==> src/sv/dqd_pkg.sv <==
// Shared types and constants of the deque with indexed delete.
package dqd_pkg;

    localparam int REQ_W   = 2;
    localparam int POS_W   = 4;
    localparam int DATA_W  = 32;

    typedef enum logic [REQ_W-1:0] {
        REQ_PUSH_FRONT = 2'd0,
        REQ_PUSH_BACK  = 2'd1,
        REQ_DELETE     = 2'd2,
        REQ_NOP        = 2'd3
    } t_req;

    typedef enum logic [2:0] {
        ST_IDLE,
        ST_SHIFT,
        ST_DSTART,
        ST_DUMP,
        ST_EMPTY
    } t_state;

endpackage

==> src/sv/dqd_if.sv <==
// Handshake channels for requests into and dump beats out of the deque.
interface dqd_req_if
    import dqd_pkg::*;
();
    logic                     valid;
    logic                     ready;
    logic [REQ_W-1:0]         req_type;
    logic signed [DATA_W-1:0] item_value;
    logic [POS_W-1:0]         position;

    modport source (output valid, req_type, item_value, position, input ready);
    modport sink   (input valid, req_type, item_value, position, output ready);
endinterface

interface dqd_dump_if
    import dqd_pkg::*;
();
    logic                     valid;
    logic                     ready;
    logic signed [DATA_W-1:0] entry_value;
    logic                     backward;
    logic                     is_last;
    logic                     list_empty;
    logic                     push_rejected;

    modport source (output valid, entry_value, backward, is_last, list_empty, push_rejected,
                    input ready);
    modport sink   (input valid, entry_value, backward, is_last, list_empty, push_rejected,
                    output ready);
endinterface

==> src/sv/deque_indexed_delete_dump_unit.sv <==
// Deque with indexed delete: a bounded double-ended list in a ring memory that dumps its
// contents after every request. A request is taken in the cycle in which a push writes the
// memory and the pointers move. A delete in the middle of the list then moves each later
// entry one place toward the front through the memory's read and write ports, one entry per
// cycle in a read-ahead pipeline. ST_DSTART then starts the first memory read, after which
// the dump streams one beat per cycle while the sink takes them: 2 * count beats front to
// back and back again, or a single beat marked empty. The next request is taken once the
// last beat sits in the output register, even while that beat still waits for the sink.
// There is no clearing pass after reset: only written entries are ever read.
module deque_indexed_delete_dump_unit
    import dqd_pkg::*;
#(
    parameter int CAPACITY   = 16,
    parameter int VALUE_BITS = 32
) (
    input  logic        i_clk,
    input  logic        i_rst_n,
    dqd_req_if.sink     i_req,
    dqd_dump_if.source  o_dump
);

    localparam int PTR_W = $clog2(CAPACITY);
    localparam int CNT_W = $clog2(CAPACITY + 1);
    localparam int CMP_W = (CNT_W > POS_W) ? CNT_W : POS_W;

    // Ring slot of the entry that lies off places behind the front.
    function automatic logic [PTR_W-1:0] f_slot(input logic [PTR_W-1:0] base,
                                                input logic [CNT_W-1:0] off);
        logic [CNT_W:0] sum;
        sum = (CNT_W+1)'(base) + (CNT_W+1)'(off);
        if (sum >= (CNT_W+1)'(CAPACITY)) begin
            sum = sum - (CNT_W+1)'(CAPACITY);
        end
        return PTR_W'(sum);
    endfunction

    // Entry memory and its registered read port.
    logic [VALUE_BITS-1:0] r_mem [CAPACITY];
    logic [VALUE_BITS-1:0] r_rd_data;

    t_state             r_state, n_state;
    logic [PTR_W-1:0]   r_front, n_front;
    logic [CNT_W-1:0]   r_count, n_count;
    logic [CNT_W-1:0]   r_idx, n_idx;
    logic               r_back, n_back;
    logic               r_rej, n_rej;
    logic               r_wr_pend, n_wr_pend;
    logic [PTR_W-1:0]   r_wr_addr, n_wr_addr;

    // Output register that parts the dump from the sink.
    logic                     r_out_valid, n_out_valid;
    logic signed [DATA_W-1:0] r_out_value, n_out_value;
    logic                     r_out_back, n_out_back;
    logic                     r_out_last, n_out_last;
    logic                     r_out_empty, n_out_empty;
    logic                     r_out_rej, n_out_rej;

    logic                  w_accept;
    logic                  w_can_load;
    logic                  w_rd_en;
    logic [PTR_W-1:0]      w_rd_addr;
    logic                  w_we;
    logic [PTR_W-1:0]      w_wr_addr;
    logic [VALUE_BITS-1:0] w_wr_data;
    logic signed [63:0]    w_ext;

    // Request decode.
    t_req               w_req;
    logic               w_full;
    logic               w_push;
    logic               w_del_ok;
    logic               w_del_front;
    logic               w_del_mid;
    logic [CMP_W-1:0]   w_pos_x;
    logic [CMP_W-1:0]   w_cnt_x;
    logic [PTR_W-1:0]   w_front_dec;
    logic [CNT_W-1:0]   w_new_count;

    assign i_req.ready = (r_state == ST_IDLE);
    assign w_accept    = i_req.valid && i_req.ready;
    assign w_can_load  = !r_out_valid || o_dump.ready;

    // Stored values are sign-extended from their own width to the result width.
    assign w_ext = 64'(signed'(r_rd_data));

    always_comb begin
        w_req       = t_req'(i_req.req_type);
        w_full      = (r_count == CNT_W'(CAPACITY));
        w_push      = (w_req == REQ_PUSH_FRONT) || (w_req == REQ_PUSH_BACK);
        w_pos_x     = CMP_W'(i_req.position);
        w_cnt_x     = CMP_W'(r_count);
        w_del_ok    = (w_req == REQ_DELETE) && (w_pos_x < w_cnt_x);
        w_del_front = w_del_ok && (w_pos_x == '0);
        // A middle delete has entries on both sides of the removed one.
        w_del_mid   = w_del_ok && (w_pos_x != '0) && (w_pos_x + CMP_W'(1) < w_cnt_x);
        w_front_dec = (r_front == '0) ? PTR_W'(CAPACITY - 1) : r_front - PTR_W'(1);
        if (w_push && !w_full) begin
            w_new_count = r_count + CNT_W'(1);
        end else if (w_del_ok) begin
            w_new_count = r_count - CNT_W'(1);
        end else begin
            w_new_count = r_count;
        end
    end

    // Next state.
    always_comb begin
        n_state = r_state;
        case (r_state)
            ST_IDLE: begin
                if (w_accept) begin
                    if (w_new_count == '0) begin
                        n_state = ST_EMPTY;
                    end else if (w_del_mid) begin
                        n_state = ST_SHIFT;
                    end else begin
                        n_state = ST_DSTART;
                    end
                end
            end
            ST_SHIFT: begin
                if (r_idx == r_count) begin
                    n_state = ST_DSTART;
                end
            end
            ST_DSTART: begin
                n_state = ST_DUMP;
            end
            ST_DUMP: begin
                if (w_can_load && r_back && (r_idx == '0)) begin
                    n_state = ST_IDLE;
                end
            end
            ST_EMPTY: begin
                if (w_can_load) begin
                    n_state = ST_IDLE;
                end
            end
            default: begin
                n_state = ST_IDLE;
            end
        endcase
    end

    // Datapath, memory controls and output register loads.
    always_comb begin
        n_front     = r_front;
        n_count     = r_count;
        n_idx       = r_idx;
        n_back      = r_back;
        n_rej       = r_rej;
        n_wr_pend   = 1'b0;
        n_wr_addr   = r_wr_addr;
        w_rd_en     = 1'b0;
        w_rd_addr   = r_front;
        w_we        = r_wr_pend;
        w_wr_addr   = r_wr_addr;
        w_wr_data   = r_rd_data;
        n_out_valid = r_out_valid && !o_dump.ready;
        n_out_value = r_out_value;
        n_out_back  = r_out_back;
        n_out_last  = r_out_last;
        n_out_empty = r_out_empty;
        n_out_rej   = r_out_rej;

        case (r_state)
            ST_IDLE: begin
                if (w_accept) begin
                    n_rej   = w_push && w_full;
                    n_count = w_new_count;
                    if (w_push && !w_full) begin
                        w_we      = 1'b1;
                        w_wr_data = VALUE_BITS'({32'd0, i_req.item_value});
                        if (w_req == REQ_PUSH_FRONT) begin
                            n_front   = w_front_dec;
                            w_wr_addr = w_front_dec;
                        end else begin
                            w_wr_addr = f_slot(r_front, r_count);
                        end
                    end
                    if (w_del_front) begin
                        n_front = f_slot(r_front, CNT_W'(1));
                    end
                    // The shift reads from the entry just behind the removed one.
                    n_idx = CNT_W'(w_pos_x + CMP_W'(1));
                end
            end
            ST_SHIFT: begin
                // Read entry idx now; it lands one place nearer the front next cycle.
                w_rd_en   = 1'b1;
                w_rd_addr = f_slot(r_front, r_idx);
                n_wr_pend = 1'b1;
                n_wr_addr = f_slot(r_front, r_idx - CNT_W'(1));
                n_idx     = r_idx + CNT_W'(1);
            end
            ST_DSTART: begin
                w_rd_en   = 1'b1;
                w_rd_addr = r_front;
                n_idx     = '0;
                n_back    = 1'b0;
            end
            ST_DUMP: begin
                if (w_can_load) begin
                    n_out_valid = 1'b1;
                    n_out_value = w_ext[DATA_W-1:0];
                    n_out_back  = r_back;
                    n_out_last  = r_back && (r_idx == '0);
                    n_out_empty = 1'b0;
                    n_out_rej   = r_rej;
                    if (!r_back) begin
                        if (r_idx == r_count - CNT_W'(1)) begin
                            n_back = 1'b1;
                        end else begin
                            n_idx = r_idx + CNT_W'(1);
                        end
                    end else begin
                        n_idx = r_idx - CNT_W'(1);
                    end
                    // Fetch the next entry unless the final beat just went out.
                    if (!(r_back && (r_idx == '0))) begin
                        w_rd_en   = 1'b1;
                        w_rd_addr = f_slot(r_front, n_idx);
                    end
                end
            end
            ST_EMPTY: begin
                if (w_can_load) begin
                    n_out_valid = 1'b1;
                    n_out_value = '0;
                    n_out_back  = 1'b0;
                    n_out_last  = 1'b1;
                    n_out_empty = 1'b1;
                    n_out_rej   = r_rej;
                end
            end
            default: begin
                n_wr_pend = 1'b0;
            end
        endcase
    end

    always_ff @(posedge i_clk) begin
        if (w_we) begin
            r_mem[w_wr_addr] <= w_wr_data;
        end
        if (w_rd_en) begin
            r_rd_data <= r_mem[w_rd_addr];
        end
    end

    always_ff @(posedge i_clk) begin
        if (!i_rst_n) begin
            r_state     <= ST_IDLE;
            r_front     <= '0;
            r_count     <= '0;
            r_wr_pend   <= 1'b0;
            r_out_valid <= 1'b0;
        end else begin
            r_state     <= n_state;
            r_front     <= n_front;
            r_count     <= n_count;
            r_wr_pend   <= n_wr_pend;
            r_out_valid <= n_out_valid;
        end
    end

    always_ff @(posedge i_clk) begin
        r_idx       <= n_idx;
        r_back      <= n_back;
        r_rej       <= n_rej;
        r_wr_addr   <= n_wr_addr;
        r_out_value <= n_out_value;
        r_out_back  <= n_out_back;
        r_out_last  <= n_out_last;
        r_out_empty <= n_out_empty;
        r_out_rej   <= n_out_rej;
    end

    assign o_dump.valid         = r_out_valid;
    assign o_dump.entry_value   = r_out_value;
    assign o_dump.backward      = r_out_back;
    assign o_dump.is_last       = r_out_last;
    assign o_dump.list_empty    = r_out_empty;
    assign o_dump.push_rejected = r_out_rej;

endmodule

==> src/flat_wrapper.sv <==
// flat-port wrapper written by rule: the top's interface ports become plain ports
module deque_indexed_delete_dump_unit_flat import dqd_pkg::*;
#(
    parameter int CAPACITY   = 16,
    parameter int VALUE_BITS = 32
)
  (i_clk, i_rst_n, i_req_valid, i_req_req_type, i_req_item_value, i_req_position, i_req_ready, o_dump_valid, o_dump_entry_value, o_dump_backward, o_dump_is_last, o_dump_list_empty, o_dump_push_rejected, o_dump_ready);
  dqd_req_if i_req_i ();
  dqd_dump_if o_dump_i ();
  input  logic i_clk;
  input  logic i_rst_n;
  input wire logic [$bits(i_req_i.valid)-1:0] i_req_valid;
  input wire logic [$bits(i_req_i.req_type)-1:0] i_req_req_type;
  input wire logic [$bits(i_req_i.item_value)-1:0] i_req_item_value;
  input wire logic [$bits(i_req_i.position)-1:0] i_req_position;
  output wire logic [$bits(i_req_i.ready)-1:0] i_req_ready;
  output wire logic [$bits(o_dump_i.valid)-1:0] o_dump_valid;
  output wire logic [$bits(o_dump_i.entry_value)-1:0] o_dump_entry_value;
  output wire logic [$bits(o_dump_i.backward)-1:0] o_dump_backward;
  output wire logic [$bits(o_dump_i.is_last)-1:0] o_dump_is_last;
  output wire logic [$bits(o_dump_i.list_empty)-1:0] o_dump_list_empty;
  output wire logic [$bits(o_dump_i.push_rejected)-1:0] o_dump_push_rejected;
  input wire logic [$bits(o_dump_i.ready)-1:0] o_dump_ready;
  assign i_req_i.valid = i_req_valid;
  assign i_req_i.req_type = i_req_req_type;
  assign i_req_i.item_value = i_req_item_value;
  assign i_req_i.position = i_req_position;
  assign i_req_ready = i_req_i.ready;
  assign o_dump_valid = o_dump_i.valid;
  assign o_dump_entry_value = o_dump_i.entry_value;
  assign o_dump_backward = o_dump_i.backward;
  assign o_dump_is_last = o_dump_i.is_last;
  assign o_dump_list_empty = o_dump_i.list_empty;
  assign o_dump_push_rejected = o_dump_i.push_rejected;
  assign o_dump_i.ready = o_dump_ready;
  deque_indexed_delete_dump_unit #(.CAPACITY(CAPACITY), .VALUE_BITS(VALUE_BITS)) u_core (.i_clk(i_clk), .i_rst_n(i_rst_n), .i_req(i_req_i), .o_dump(o_dump_i));
endmodule
==> config.mk <==
export PLATFORM = sky130hd
export DESIGN_NAME = deque_indexed_delete_dump_unit_flat
export DESIGN_NICKNAME = d
export VERILOG_FILES = /design/src/sv/dqd_pkg.sv /design/src/sv/dqd_if.sv /design/src/sv/deque_indexed_delete_dump_unit.sv /design/src/flat_wrapper.sv
export SDC_FILE = /design/constraint.sdc
export NUM_CORES = 1
export LEC_CHECK = 0
export CAP_MARGIN = 20
export CORE_MARGIN = 2
export CORE_UTILIZATION = 34
export DETAILED_ROUTE_END_ITERATION = 12
export DONT_BUFFER_PORTS = 1
export MAX_ROUTING_LAYER = met4
export PLACE_DENSITY_LB_ADDON = 0.1
export SLEW_MARGIN = 20
export SYNTH_ARGS = -nofsm -noshare
export SYNTH_HDL_FRONTEND = slang
export SYNTH_SLANG_ARGS = --single-unit
export TNS_END_PERCENT = 30
==> constraint.sdc <==
create_clock -name i_clk -period 3.9 [get_ports i_clk]
set_input_delay 0.78 -clock i_clk [delete_from_list [all_inputs] [get_ports i_clk]]
set_output_delay 0.78 -clock i_clk [all_outputs]
set_load 0.05 [all_outputs]
# [Word-level counts from Yosys, hierarchy flattened]
# Memories as Yosys holds them, arrays and structs flattened. A register that Yosys moved wholly into a read port is not among the register bits.
# Cells that the tools add are included.
[word_totals] ram_bits=512 ff_bits=61 output_inout_bits=38 word_cells=149 mem_count=1
[op_classes] eq_ne=14 n_addsub=16 muxes=60 reduce_logical=37 n_lt_le_gt_ge=7
[memory_table] memory="u_core.r_mem" words=16 width=32 rd=1 rd_ports_with_merged_regs=1 write_ports=1 line_no="deque_indexed_delete_dump_unit.sv:38" text="logic [VALUE_BITS-1:0] r_mem [CAPACITY];"
[op_table] operator="$mux 32" n=5
[op_table] operator="$pmux 32 s2" n=1
[op_table] operator="$mux 4" n=15
[op_table] operator="$mux 5" n=8
[op_table] operator="$add 4x5->6" n=4
[op_table] operator="$ge 6x5->1 const B" n=4
[op_table] operator="$sub 4x1->4 const B" n=6
[op_table] operator="$pmux 5 s4" n=1
[op_table] operator="$mux 1" n=17
[op_table] operator="$mux 3" n=5
[op_table] operator="$pmux 3 s5" n=1
[op_table] operator="$logic_and 1x1->1" n=11
[op_table] operator="$add 4x1->5 const B" n=2
[op_table] operator="$add 5x1->5 const B" n=2
[op_table] operator="$eq 5x5->1" n=2
[op_table] operator="$logic_not 5->1" n=2
[op_table] operator="$pmux 1 s2" n=5
[op_table] operator="$sub 5x1->5 const B" n=2
[op_table] operator="$logic_not 4->1" n=2
[op_table] operator="$ne 2x1->1 const B" n=4
[op_table] operator="$pmux 4 s2" n=1
[op_table] operator="$reduce_and 4->1" n=2
[op_table] operator="$reduce_bool 2->1" n=4
[op_table] operator="$reduce_bool 4->1" n=2
[op_table] operator="other kinds (18)" n=26

# [Logic depth before layout (Yosys ltp)]
# Gate-level depths: netlist of run 1.
[logic_depth] ltp_word=12 depth_mapped=20 ltp_nobuf=18

# [Worst setup path before layout of run 1]
# Ideal clock, no wire load.
[synth_timing] path_type="reg2reg" from="register u_core.r_state[2]" to="memory u_core.r_mem[13][0], enable pin" path_stages_with_launch=9 setup_ns=0.421 path_slack_ns=-0.962 period_less_slack_ns=4.862 required_time_ns=3.479 arrival_time_ns=4.441 cell_sequence="dfxtp_1 -> clkbuf_1 -> nor3_1 -> nand2_1 -> nor2_1 -> clkbuf_1 -> o21ai_0 -> or2_2 -> nor2_1"
[synth_between] elab_chain_len=6 elab_cells_between_ends=8 classes_between="mux: 6; reduce/logical: 2"
[synth_rtl] item="from (decl)" line_no="deque_indexed_delete_dump_unit.sv:41" text="t_state r_state, n_state;"
[synth_rtl] item="from (signal assigned)" line_no="deque_indexed_delete_dump_unit.sv:259" text="r_state <= n_state;"
[synth_rtl] item="$logic_not 3->1 *" line_no="deque_indexed_delete_dump_unit.sv:79" text="assign i_req.ready = (r_state == ST_IDLE);"
[synth_rtl] item="net i_req_ready" line_no="flat_wrapper.sv:16" text="output wire logic [$bits(i_req_i.ready)-1:0] i_req_ready;"
[synth_rtl] item="$logic_and 1x1->1" line_no="deque_indexed_delete_dump_unit.sv:80" text="assign w_accept = i_req.valid && i_req.ready;"
[synth_rtl] item="$mux 1" line_no="deque_indexed_delete_dump_unit.sv:168" text="if (w_accept) begin"
[synth_rtl] item="$mux 1" line_no="deque_indexed_delete_dump_unit.sv:166" text="case (r_state)"
[synth_rtl] item="$mux 1" line_no="deque_indexed_delete_dump_unit.sv:243" text="if (w_we) begin"
[synth_rtl] item="$mux 1 (not written as such)" line_no="deque_indexed_delete_dump_unit.sv:244" text="r_mem[w_wr_addr] <= w_wr_data;"
[synth_rtl] item="to (decl)" line_no="deque_indexed_delete_dump_unit.sv:38"
# Mark *: on every way through the listed nets, which the timed path passes. The rest lies on a longest branch.

# [Final worst setup path of run 1]
[layout_timing] from="register u_core.r_count[0]" to="register u_core.r_rd_data[27], read port of u_core.r_mem (data pin)"
[layout_between] elab_chain_len=12 elab_cells_between_ends=13 classes_between="add/sub: 3; order compare: 1; eq/ne: 1; mux: 8"
[layout_rtl] item="from (decl)" line_no="deque_indexed_delete_dump_unit.sv:43" text="logic [CNT_W-1:0] r_count, n_count;"
[layout_rtl] item="from (signal assigned)" line_no="deque_indexed_delete_dump_unit.sv:261" text="r_count <= n_count;"
[layout_rtl] item="$sub 5x1->5 *" line_no="deque_indexed_delete_dump_unit.sv:211" text="if (r_idx == r_count - CNT_W'(1)) begin"
[layout_rtl] item="$eq 5x5->1 *" line_no="deque_indexed_delete_dump_unit.sv:211"
[layout_rtl] item="$mux 5 *" line_no="deque_indexed_delete_dump_unit.sv:211"
[layout_rtl] item="$mux 5 *" line_no="deque_indexed_delete_dump_unit.sv:210" text="if (!r_back) begin"
[layout_rtl] item="$mux 5 *" line_no="deque_indexed_delete_dump_unit.sv:203" text="if (w_can_load) begin"
[layout_rtl] item="$mux 5 *" line_no="deque_indexed_delete_dump_unit.sv:166"
[layout_rtl] item="$add 4x5->6 *" line_no="deque_indexed_delete_dump_unit.sv:30" text="sum = (CNT_W+1)'(base) + (CNT_W+1)'(off);"
[layout_rtl] item="$ge 6x5->1 or $sub 4x1->4 (tied branches)" line_no="deque_indexed_delete_dump_unit.sv:31, deque_indexed_delete_dump_unit.sv:32"
[layout_rtl] item="$mux 4 *" line_no="deque_indexed_delete_dump_unit.sv:31" text="if (sum >= (CNT_W+1)'(CAPACITY)) begin"
[layout_rtl] item="$mux 4 *" line_no="deque_indexed_delete_dump_unit.sv:220" text="if (!(r_back && (r_idx == '0))) begin"
[layout_rtl] item="$mux 4 *" line_no="deque_indexed_delete_dump_unit.sv:203"
[layout_rtl] item="$pmux 4 s2 *" line_no="deque_indexed_delete_dump_unit.sv:166"
[layout_rtl] item="to (decl)" line_no="deque_indexed_delete_dump_unit.sv:39" text="logic [VALUE_BITS-1:0] r_rd_data;"
# Every way passes the cells marked *; elsewhere a longest branch is shown, timed or not. The select of a mux whose other input is x is not followed.
# A chain may end at the register's enable or synchronous reset.

==> flow_summary.ini, run 1 <==
[synth]
synth.yosys.seq_area_share = 0.704
netlist_instances = 1850
yosys_warnings = 0
edff_count_synth = 591
synth.cell_area_mm2 = 0.0256
synth-seq-cells = 605
synth_async_sr_flop_share = 0
post_synth.cell_area_avg_um2 = 13.8
netlist-cell-type-count = 65
mappedNetlistNets = 1924
yosysTopAreaCellShare = 0.693
synth.largest_area_cell = sky130_fd_sc_hd__edfxtp_1
synthFlopType = sky130_fd_sc_hd__edfxtp_1
netlist_top_cells_area = sky130_fd_sc_hd__edfxtp_1, sky130_fd_sc_hd__a21oi_1, sky130_fd_sc_hd__nand2_1

[route]
routed_wl_um = 73100
first_iter_violations = 1492
drc = 0
detail-route-antenna-nets = 0
detail_route.wl_per_cell_um = 24.5
dr.pass1.iters = 7
dr_total_vias = 15500
via_per_inst = 5.20

[critical_path]
critPathCaptureType = register
critPathMaxFanout = 11
cpPeakStageDelay_ns = 0.47
critical_path_buf_inv_count = 7
cp.required_ns = 4.35
path_delay_family = buffers and inverters
cp-start-kind = register
critical-path-slowest-cell = sky130_fd_sc_hd__fa_1
setup.worst_path.class = reg -> reg
critical_path.cell_chain = buf_4 -> nor3_4 -> xnor2_2 -> a2111oi_4 -> nand2_2 -> nor2_4 -> xnor2_2 -> ha_2 -> inv_2 -> fa_1 -> o2bb2ai_2 -> buf_4 -> a221oi_4 -> buf_6 -> buf_12 -> buf_12 -> buf_16 -> a21oi_1 -> a22oi_1 -> mux2i_1 -> mux2i_1
critPathArrivalTime_ns = 4.49

[clock_network]
number_of_clock_sinks = 605
clock_path_buffers = 3
clock_latency_ns = 0.61
cts.htree.levels = 3
ctsRootBufferMaster = sky130_fd_sc_hd__clkbuf_16
tritoncts.num_buffers = 69
cts_tree = done
clock_input_transition_at_the_sequential_cells_of_the_worst_setup_and_hold_paths_ns = 0.06

[placement]
port_buffers = 0
routability_cong = 0.795
post_dp_cell_area_mm2 = 0.0280
worst_setup_slack_before_clock_tree_synthesis_ns = -0.265
placed_wire_length_estimate_after_detailed_placement_um = 41900

[timing]
drv_slew = 0
worst_slack_setup_final_ns = -0.148
slew_headroom = 0.427
finalCritPeriodShare = 1.04
rsz0062_at_grt = yes
period_needed_ns = 4.05
fmax_mhz = 247
hold_viol_final = 0
max_slew.worst_pin.slew_ns = 0.851
final-setup-viol-count = 32
setup_clock_skew_after_layout_ns = 0.0167

[status]
violations = setup timing
run_status = complete, but fails checks

[run]
cap_viol_max_count = 0

[floorplanning]
fp.dieH_um = 279
design.core.area_mm2 = 0.0746
die_width_um = 279
initial_core_util = 0.344
dieArea_mm2 = 0.0776
io-pin-count = 80
floorplan.rows = 100

[power]
leakage_power_total_nw = 10.3
vdd.ir_drop.worst_mv = 0.416
power_per_cell_area_mw_per_mm2 = 850

[finish]
finish.net_count = 2028
finalInstanceArea_mm2 = 0.0310
post_route_cells_drive_above_1_share = 0.190
syn2layout_area_growth_pct = 20.9

[worst_hold_path]
hold_class = in -> reg

[grt]
antenna_found_initial = 4
globalRoute.totalOverflow = 0
largest_net_degree_at_the_start_of_global_routing = 54
grt_pass1_vias = 15900
grt_usage = 0.194
global_route_wire_length_before_repair_um = 108000
registers in the layout (all words and copies together) (netlist names):
name / count
u_core.o_dump.backward: 1
u_core.o_dump.entry_value: 32
u_core.o_dump.is_last: 1
u_core.o_dump.list_empty: 1
u_core.o_dump.push_rejected: 1
u_core.o_dump.valid: 1
u_core.r_back: 1
u_core.r_count: 5
u_core.r_front: 4
u_core.r_idx: 5
u_core.r_mem: 512
u_core.r_rd_data: 32
u_core.r_rej: 1
u_core.r_state: 3
u_core.r_wr_addr: 4
u_core.r_wr_pend: 1
stage by stage:
stage / power (mW) / hold slack (ns) / std cells / TNS (ns) / util
floorplan: 15.5 / 0.400 / 1850 / -3.74 / -
global placement: 19.1 / 0.406 / 2834 / -5.77 / 0.376
detailed placement: 19.1 / 0.410 / 2834 / -6.06 / 0.376
CTS: 26.4 / 0.284 / 2972 / -5.56 / 0.411
global route: 27.8 / 0.302 / 2978 / -9.48 / 0.415
finish: 26.3 / 0.317 / 2980 / -2.63 / 0.415
worst reg2reg max path, stage by stage, from the launching register on:
cell and delay [ns]:
sky130_fd_sc_hd__dfxtp_2 0.32, sky130_fd_sc_hd__buf_4 0.19, sky130_fd_sc_hd__nor3_4 0.24, sky130_fd_sc_hd__xnor2_2 0.13, sky130_fd_sc_hd__a2111oi_4 0.24, sky130_fd_sc_hd__nand2_2 0.14, sky130_fd_sc_hd__nor2_4 0.16, sky130_fd_sc_hd__xnor2_2 0.13
sky130_fd_sc_hd__ha_2 0.21, sky130_fd_sc_hd__inv_2 0.04, sky130_fd_sc_hd__fa_1 0.47, sky130_fd_sc_hd__o2bb2ai_2 0.14, sky130_fd_sc_hd__buf_4 0.16, sky130_fd_sc_hd__a221oi_4 0.28, sky130_fd_sc_hd__buf_6 0.19, sky130_fd_sc_hd__buf_12 0.16
sky130_fd_sc_hd__buf_12 0.12, sky130_fd_sc_hd__buf_16 0.12, sky130_fd_sc_hd__a21oi_1 0.05, sky130_fd_sc_hd__a22oi_1 0.16, sky130_fd_sc_hd__mux2i_1 0.09, sky130_fd_sc_hd__mux2i_1 0.15
final cells by class:
cell class / instances / area, µm²
Multi-Input combinational cell: 1104 / 7400
Clock buffer: 81 / 1810
Fill cell: 6828 / 43600
Antenna cell: 5 / 12.5
Clock inverter: 42 / 473
Tap cell: 969 / 1210
Inverter: 23 / 86.3
Timing Repair Buffer: 151 / 1950
Sequential cell: 605 / 18000
layer usage:
layer	part of all wire	wire length, µm	track usage
met1	0.45	32900	0.255
met2	0.48	35100	0.312
met3	0.053	3850	0.0341
met4	0.017	1240	0.0488
met5	0	0	-
layout by cell type, fill, tap and decap left out, drive strengths merged, types with 24 or more instances in the layout:
cell type,count
a21oi,284
a22oi,130
and2,34
buf,149
clkbuf,83
clkinv,30
edfxtp,591
ha,28
inv,24
mux2,35
mux2i,105
nand2,281
nor2,45
kinds of logic (layout without fill, tap and decap cells):
family / after synthesis / in the layout / share of synthesized area
other cells: 0 / 5 / 0
compound gates: 487 / 487 / 0.115
xor+xnor: 29 / 29 / 0.00991
simple gates: 416 / 416 / 0.0707
buf+inv: 141 / 297 / 0.0275
fa+ha+maj: 32 / 32 / 0.0168
flops: 605 / 605 / 0.704
mux: 140 / 140 / 0.0564
worst paths after layout:
path	start	to	slack, ns	cells past startpoint
setup / recovery	u_core.r_count[0]	u_core.r_rd_data[27]	-0.15	21
hold / removal	i_rst_n	u_core.r_state[0]	0.32	2
setup reg to reg	u_core.r_count[0]	u_core.r_rd_data[27]	-0.15	21
hold reg to reg	u_core.r_rej	u_core.o_dump.push_rejected	0.42	0
report_power, final:
part | internal [mW] | total [mW] | switching (mW) | leakage, nW
Sequential | 8.96 | 9.49 | 0.531 | 5.47
Clock | 3.99 | 6.63 | 2.64 | 1.12
Combinational | 4.04 | 10.2 | 6.16 | 3.72
Total | 17.0 | 26.3 | 9.32 | 10.3
synthesized netlist by cell type, types with 4 or more instances:
cell	count
sky130_fd_sc_hd__o31ai_1	4
sky130_fd_sc_hd__xnor2_1	20
sky130_fd_sc_hd__a21oi_1	284
sky130_fd_sc_hd__buf_2	68
sky130_fd_sc_hd__dfxtp_1	14
sky130_fd_sc_hd__buf_1	7
sky130_fd_sc_hd__fa_1	4
sky130_fd_sc_hd__ha_1	28
sky130_fd_sc_hd__buf_6	4
sky130_fd_sc_hd__a211oi_1	5
sky130_fd_sc_hd__a21o_1	9
sky130_fd_sc_hd__xor2_1	9
sky130_fd_sc_hd__nand2_1	281
sky130_fd_sc_hd__nor2_1	44
sky130_fd_sc_hd__inv_1	22
sky130_fd_sc_hd__nor2b_1	8
sky130_fd_sc_hd__nand3_1	5
sky130_fd_sc_hd__mux2_2	35
sky130_fd_sc_hd__nor3_1	7
sky130_fd_sc_hd__a31oi_1	7
sky130_fd_sc_hd__nand2b_1	12
sky130_fd_sc_hd__o21ai_0	18
sky130_fd_sc_hd__o22ai_1	4
sky130_fd_sc_hd__edfxtp_1	591
sky130_fd_sc_hd__clkbuf_1	33
sky130_fd_sc_hd__and2_1	34
sky130_fd_sc_hd__mux2i_1	105
sky130_fd_sc_hd__a22oi_1	130
sky130_fd_sc_hd__or3_1	4
timing repair:
| action | CTS | global route |
|---|---|---|
| endpoints found under the setup margin | 32 | 32 |
| hold buffers | 0 | 0 |
| gates resized for setup | 34 | 55 |
| pin swaps | 30 | 26 |
| buffers inserted | 11 | 3 |
| gates cloned | 4 | 2 |
(Power assumes the default switching activity.)
==> run 2, diff against run 1 <==
--- a/config.mk
+++ b/config.mk
@@ -6,7 +6,6 @@
 export NUM_CORES = 1
 export LEC_CHECK = 0
 export CAP_MARGIN = 20
-export CORE_MARGIN = 2
 export CORE_UTILIZATION = 34
 export DETAILED_ROUTE_END_ITERATION = 12
 export DONT_BUFFER_PORTS = 1
==> run 2 against run 1 <==
Against the previous run: the flow still finishes with violations (setup timing); first-iteration DRC count shrank 11%; worst setup slack lost 0.057 ns; hold slack lost 0.0041 ns; critical path depth is 2 lower; register-to-register slack got worse by 0.06 ns; global-route usage is 0.53 points lower; largest power group unchanged.
==> flow_summary.ini, run 2 (same netlist as run 1, synthesis figures left out) <==
[clock_network]
tritoncts.num_buffers = 69
number_of_clock_sinks = 605
clock_path_buffers = 3
ctsRootBufferMaster = sky130_fd_sc_hd__clkbuf_16
cts_tree = done
cts.htree.levels = 3
clock_latency_ns = 0.61
clock_input_transition_at_the_sequential_cells_of_the_worst_setup_and_hold_paths_ns = 0.06

[floorplanning]
initial_core_util = 0.344
dieArea_mm2 = 0.0765
floorplan.rows = 100
fp.dieH_um = 277
die_width_um = 277
io-pin-count = 80
design.core.area_mm2 = 0.0744

[timing]
drv_slew = 0
final-setup-viol-count = 32
period_needed_ns = 4.11
setup_clock_skew_after_layout_ns = 0.0290
rsz0062_at_grt = yes
finalCritPeriodShare = 1.05
max_slew.worst_pin.slew_ns = 0.861
worst_slack_setup_final_ns = -0.205
fmax_mhz = 244
slew_headroom = 0.425
hold_viol_final = 0
hold-worst-slack_ns = 0.313

[power]
seqPwrFrac = 0.380
power.share.clock = 0.238
power_per_cell_area_mw_per_mm2 = 830
p_int_mw = 16.0
power.net_switching_mw = 9.02
vdd.ir_drop.worst_mv = 0.482
leakage_power_total_nw = 10.0
design_power_total_mw = 25.0
comb_power_share = 0.381
netSwitchingFraction = 0.361

[route]
first_iter_violations = 1322
via_per_inst = 5.23
routed_wl_um = 70000
detail_route.wl_per_cell_um = 23.6
detail-route-antenna-nets = 0
dr_total_vias = 15500
dr.pass1.iters = 5
drc = 0

[critical_path]
rr_worst_depth = 19
critPathMaxFanout = 30
worstReg2RegEnd = u_core.r_rd_data[18]
critPathLaunch = u_core.r_idx[4]
cp-start-kind = register
setup.worst_path.class = reg -> reg
critPathArrivalTime_ns = 4.55
setup.reg_to_reg.worst_slack_ns = -0.21
cp.required_ns = 4.34
reg2reg_from = u_core.r_idx[4]
critPathCaptureType = register

[finish]
final_common_cell = sky130_fd_sc_hd__edfxtp_1
finish.net_count = 2016
mostFrequentLayoutCells = sky130_fd_sc_hd__edfxtp_1, sky130_fd_sc_hd__nand2_1, sky130_fd_sc_hd__a21oi_1
largest_register_ffs = 512
post_route_cells_drive_above_1_share = 0.161
largest_register_by_flop_count = u_core.r_mem
syn2layout_area_growth_pct = 17.6

[worst_hold_path]
min_from = i_rst_n
hold_class = in -> reg
hold_endpoint = u_core.r_state[0]
count_of_cells_along_the_worst_hold_path = 2

[grt]
grt_pass1_vias = 15400
global_route_wire_length_before_repair_um = 104000
largest_net_degree_at_the_start_of_global_routing = 101
globalRoute.totalOverflow = 0
antenna_found_initial = 3
grt_usage = 0.189

[run]
cap_viol_max_count = 0

[status]
run_status = complete, but fails checks
violations = setup timing

[placement]
routability_cong = 0.795
placed_wire_length_estimate_after_detailed_placement_um = 39300
port_buffers = 0
## run 2: area by class of cell
cell class,instances,area [µm²]
clock buffer,88,1800
antenna,2,5.00
fill,6837,44300
sequential,605,18000
multi-input combinational,1104,7190
inverter,23,86.3
tap,969,1210
timing repair buffer,139,1560
clock inverter,32,235
## run 2: power by group through the flow
stage | registers [mW] | logic [mW] | clock network [mW]
after floorplan | 9.52 | 5.99 | 0
after global placement | 9.65 | 9.33 | 0
after detailed placement | 9.64 | 9.41 | 0
after CTS | 9.52 | 9.66 | 6.14
after global routing | 9.56 | 10.5 | 6.39
final | 9.51 | 9.54 | 5.96
## run 2: what timing repair did
action | CTS | global route
endpoints found under the setup margin | 32 | 32
hold buffers | 0 | 0
cloned | 2 | 0
pin swaps | 3 | 11
resized for setup | 18 | 7
setup buffers | 4 | 3
## run 2: metal layers
metal | share of wire | track usage
met4 | 0.019 | 0.0497
met5 | 0 | -
met3 | 0.045 | 0.0292
met2 | 0.47 | 0.292
met1 | 0.47 | 0.259
## run 2: per-stage QoR
stage / utilization / area, µm² / instances / worst slack (ns) / TNS, ns
3_5_place_dp: 0.374 / 27900 / 2831 / -0.305 / -5.01
2_1_floorplan: - / 25700 / 1850 / -0.120 / -3.74
5_1_grt: 0.405 / 30100 / 2961 / -0.459 / -12.43
3_3_place_gp: 0.374 / 27900 / 2831 / -0.312 / -4.71
4_1_cts: 0.404 / 30100 / 2957 / -0.153 / -2.56
6_report: 0.405 / 30100 / 2962 / -0.205 / -3.98
## run 2: worst max-delay path by stage
stage                           end  slack, ns  cells past startpoint
2_1_floorplan  u_core.r_rd_data[10]      -0.12                     19
3_3_place_gp   u_core.r_rd_data[31]      -0.31                     20
3_5_place_dp   u_core.r_rd_data[31]      -0.30                     20
4_1_cts        u_core.r_rd_data[18]      -0.15                     22
5_1_grt        u_core.r_rd_data[20]      -0.46                     18
6_report       u_core.r_rd_data[18]      -0.21                     19
## run 2: critical path, cell delays in order (launching register included)
cell                        delay, ns
sky130_fd_sc_hd__edfxtp_1        0.43
sky130_fd_sc_hd__xor2_1          0.19
sky130_fd_sc_hd__buf_4           0.15
sky130_fd_sc_hd__a2111oi_4       0.35
sky130_fd_sc_hd__nand2_1         0.14
sky130_fd_sc_hd__nor2_2          0.17
sky130_fd_sc_hd__xnor2_1         0.14
sky130_fd_sc_hd__ha_2            0.20
sky130_fd_sc_hd__inv_1           0.05
sky130_fd_sc_hd__fa_1            0.47
sky130_fd_sc_hd__o2bb2ai_2       0.15
sky130_fd_sc_hd__buf_4           0.17
sky130_fd_sc_hd__a221oi_4        0.25
sky130_fd_sc_hd__buf_12          0.20
sky130_fd_sc_hd__buf_12          0.22
sky130_fd_sc_hd__buf_4           0.16
sky130_fd_sc_hd__a21oi_1         0.04
sky130_fd_sc_hd__a22oi_1         0.20
sky130_fd_sc_hd__mux2i_1         0.10
sky130_fd_sc_hd__mux2i_1         0.13
==> run 3, diff against run 2 <==
--- a/config.mk
+++ b/config.mk
@@ -9,6 +9,8 @@
 export CORE_UTILIZATION = 34
 export DETAILED_ROUTE_END_ITERATION = 12
 export DONT_BUFFER_PORTS = 1
+export GPL_ROUTABILITY_DRIVEN = 0
+export GPL_TIMING_DRIVEN = 0
 export MAX_ROUTING_LAYER = met4
 export PLACE_DENSITY_LB_ADDON = 0.1
 export SLEW_MARGIN = 20
==> run 3 against run 2 <==
Against the previous run: the flow still finishes with violations (setup timing); power rose by 7.7%; non-clock buffer count rose by 54; clock skew fell by 0.015 ns; core utilization rose by 1.5 points; clock-buffer cell count rose by 4; register-to-register slack got worse by 0.15 ns; sequential cell count did not move; final cell count rose by 1.6%; first-iteration DRC count fell by 9.3%; die area did not move; sequential share of layout area fell by 2.2 points.
==> flow_summary.ini, run 3 (same netlist as run 1, synthesis figures left out) <==
[timing]
final-setup-viol-count = 32
tns_ns = -9.48
slew_headroom = 0.435
worst_slack_setup_final_ns = -0.354
hold_viol_final = 0
max_slew.worst_pin.slew_ns = 0.847
drv_slew = 0
finalCritPeriodShare = 1.09
fmax_mhz = 235
period_needed_ns = 4.25
hold-worst-slack_ns = 0.323
rsz0062_at_grt = yes
setup_clock_skew_after_layout_ns = 0.0143

[grt]
grt_usage = 0.206
grtUsageMet2 = 0.324
largest_net_degree_at_the_start_of_global_routing = 20
global_route_wire_length_before_repair_um = 111000
antenna_found_initial = 2
met3_usage = 0.0335
grt-busiest-layer = met2
met1_demand_to_capacity_share_in_global_routing = 0.272
grt_pass1_vias = 16200
globalRoute.totalOverflow = 0

[route]
drc = 0
detail_route.wl_per_cell_um = 25.4
detail-route-antenna-nets = 0
dr_total_vias = 15900
routed_wl_um = 76500
dr.pass1.iters = 5
first_iter_violations = 1199
via_per_inst = 5.30

[critical_path]
rr_worst_depth = 20
cp-start-kind = register
critPathArrivalTime_ns = 4.58
critPathCaptureType = register
setup.worst_path.class = reg -> reg
critPathMaxFanout = 9
cp.required_ns = 4.23

[status]
run_status = complete, but fails checks
violations = setup timing

[finish]
post_route_cells_drive_above_1_share = 0.225
largest_register_by_flop_count = u_core.r_mem
finish.cell_count_without_fillers = 3010
largest_register_ffs = 512
fill_cells = 6779
finish.net_count = 2070
mostFrequentLayoutCells = sky130_fd_sc_hd__edfxtp_1, sky130_fd_sc_hd__nand2_1, sky130_fd_sc_hd__a21oi_1
final_common_cell = sky130_fd_sc_hd__edfxtp_1
antenna_cells_inserted = 0
syn2layout_area_growth_pct = 22.0

[power]
leakage_power_total_nw = 10.3
power_per_cell_area_mw_per_mm2 = 861
vdd.ir_drop.worst_mv = 0.378

[placement]
port_buffers = 0
number_of_placed_cells_counting_well_taps = 2844
placed_wire_length_estimate_after_detailed_placement_um = 49500

[floorplanning]
initial_core_util = 0.344
dieArea_mm2 = 0.0765
io-pin-count = 80
fp.dieH_um = 277
floorplan.rows = 100
die_width_um = 277
design.core.area_mm2 = 0.0744

[worst_hold_path]
hold_class = in -> reg
count_of_cells_along_the_worst_hold_path = 2

[run]
cap_viol_max_count = 0

[clock_network]
number_of_clock_sinks = 605
cts_tree = done
ctsRootBufferMaster = sky130_fd_sc_hd__clkbuf_16
clock_input_transition_at_the_sequential_cells_of_the_worst_setup_and_hold_paths_ns = 0.06
cts.htree.levels = 3
tritoncts.num_buffers = 69
cts.hold.buffers_added = 0
clock_latency_ns = 0.60
clock_path_buffers = 3
-- run 3: power by group --
group | internal [mW] | total, mW | switching (mW)
sequential | 8.96 | 9.47 | 0.516
combinational | 4.10 | 11.3 | 7.22
clock | 3.56 | 6.13 | 2.57
total | 16.6 | 26.9 | 10.3
-- run 3: area by class of cell --
class	instances	area, µm²	share of cell area
Multi-Input combinational cell	1104	7660	0.245
Clock buffer	92	1830	0.0587
Sequential cell	605	18000	0.577
Timing Repair Buffer	76	1200	0.0385
Clock inverter	24	231	0.00740
Buffer	117	997	0.0319
Inverter	23	96.3	0.00308
Tap cell	969	1210	0.0388
-- run 3: routing by layer --
layer  wire (µm)  vias up
met5           0        -
met3        4250       98
met4        1700        0
met2       36400      436
li1            -     7265
met1       34200     8150
-- run 3: per-stage QoR --
stage          area (µm²)  setup WS, ns  power, mW   util
6_report            31300        -0.354       26.9  0.420
5_1_grt             31300        -0.542       28.3  0.420
4_1_cts             30800        -0.424       26.7  0.414
3_5_place_dp        27600         -1.64       19.3  0.371
3_3_place_gp        26900         -2.11       19.0  0.361
2_1_floorplan       25700        -0.120       15.5      -
-- run 3: repair_timing --
action                                  in CTS  in global routing
endpoints found under the setup margin    1024                223
setup buffers                               36                  9
pin swaps                                   44                 27
gates resized for setup                    189                 84
gates cloned                                 5                  1
-- run 3: path summary, 6_finish.rpt --
path | startpoint | endpoint | slack, ns
setup / recovery | u_core.r_count[0] | u_core.r_rd_data[27] | -0.35
hold / removal | i_rst_n | u_core.r_state[0] | 0.32
setup reg to reg | u_core.r_count[0] | u_core.r_rd_data[27] | -0.35
hold reg to reg | u_core.r_rej | u_core.o_dump.push_rejected | 0.44
-- run 3: worst max-delay path: stages (launching register included) --
cell	delay [ns]
sky130_fd_sc_hd__dfxtp_4	0.36
sky130_fd_sc_hd__inv_4	0.06
sky130_fd_sc_hd__ha_4	0.15
sky130_fd_sc_hd__nor2b_4	0.16
sky130_fd_sc_hd__nand2_2	0.07
sky130_fd_sc_hd__a2111oi_4	0.42
sky130_fd_sc_hd__nand2_2	0.16
sky130_fd_sc_hd__nor2_4	0.14
sky130_fd_sc_hd__xnor2_2	0.13
sky130_fd_sc_hd__ha_2	0.21
sky130_fd_sc_hd__inv_2	0.04
sky130_fd_sc_hd__fa_1	0.47
sky130_fd_sc_hd__o2bb2ai_2	0.15
sky130_fd_sc_hd__a221o_2	0.47
sky130_fd_sc_hd__buf_12	0.20
sky130_fd_sc_hd__buf_12	0.14
sky130_fd_sc_hd__buf_16	0.13
sky130_fd_sc_hd__a21oi_2	0.09
sky130_fd_sc_hd__a22oi_1	0.08
sky130_fd_sc_hd__mux2i_1	0.21
sky130_fd_sc_hd__mux2i_1	0.13
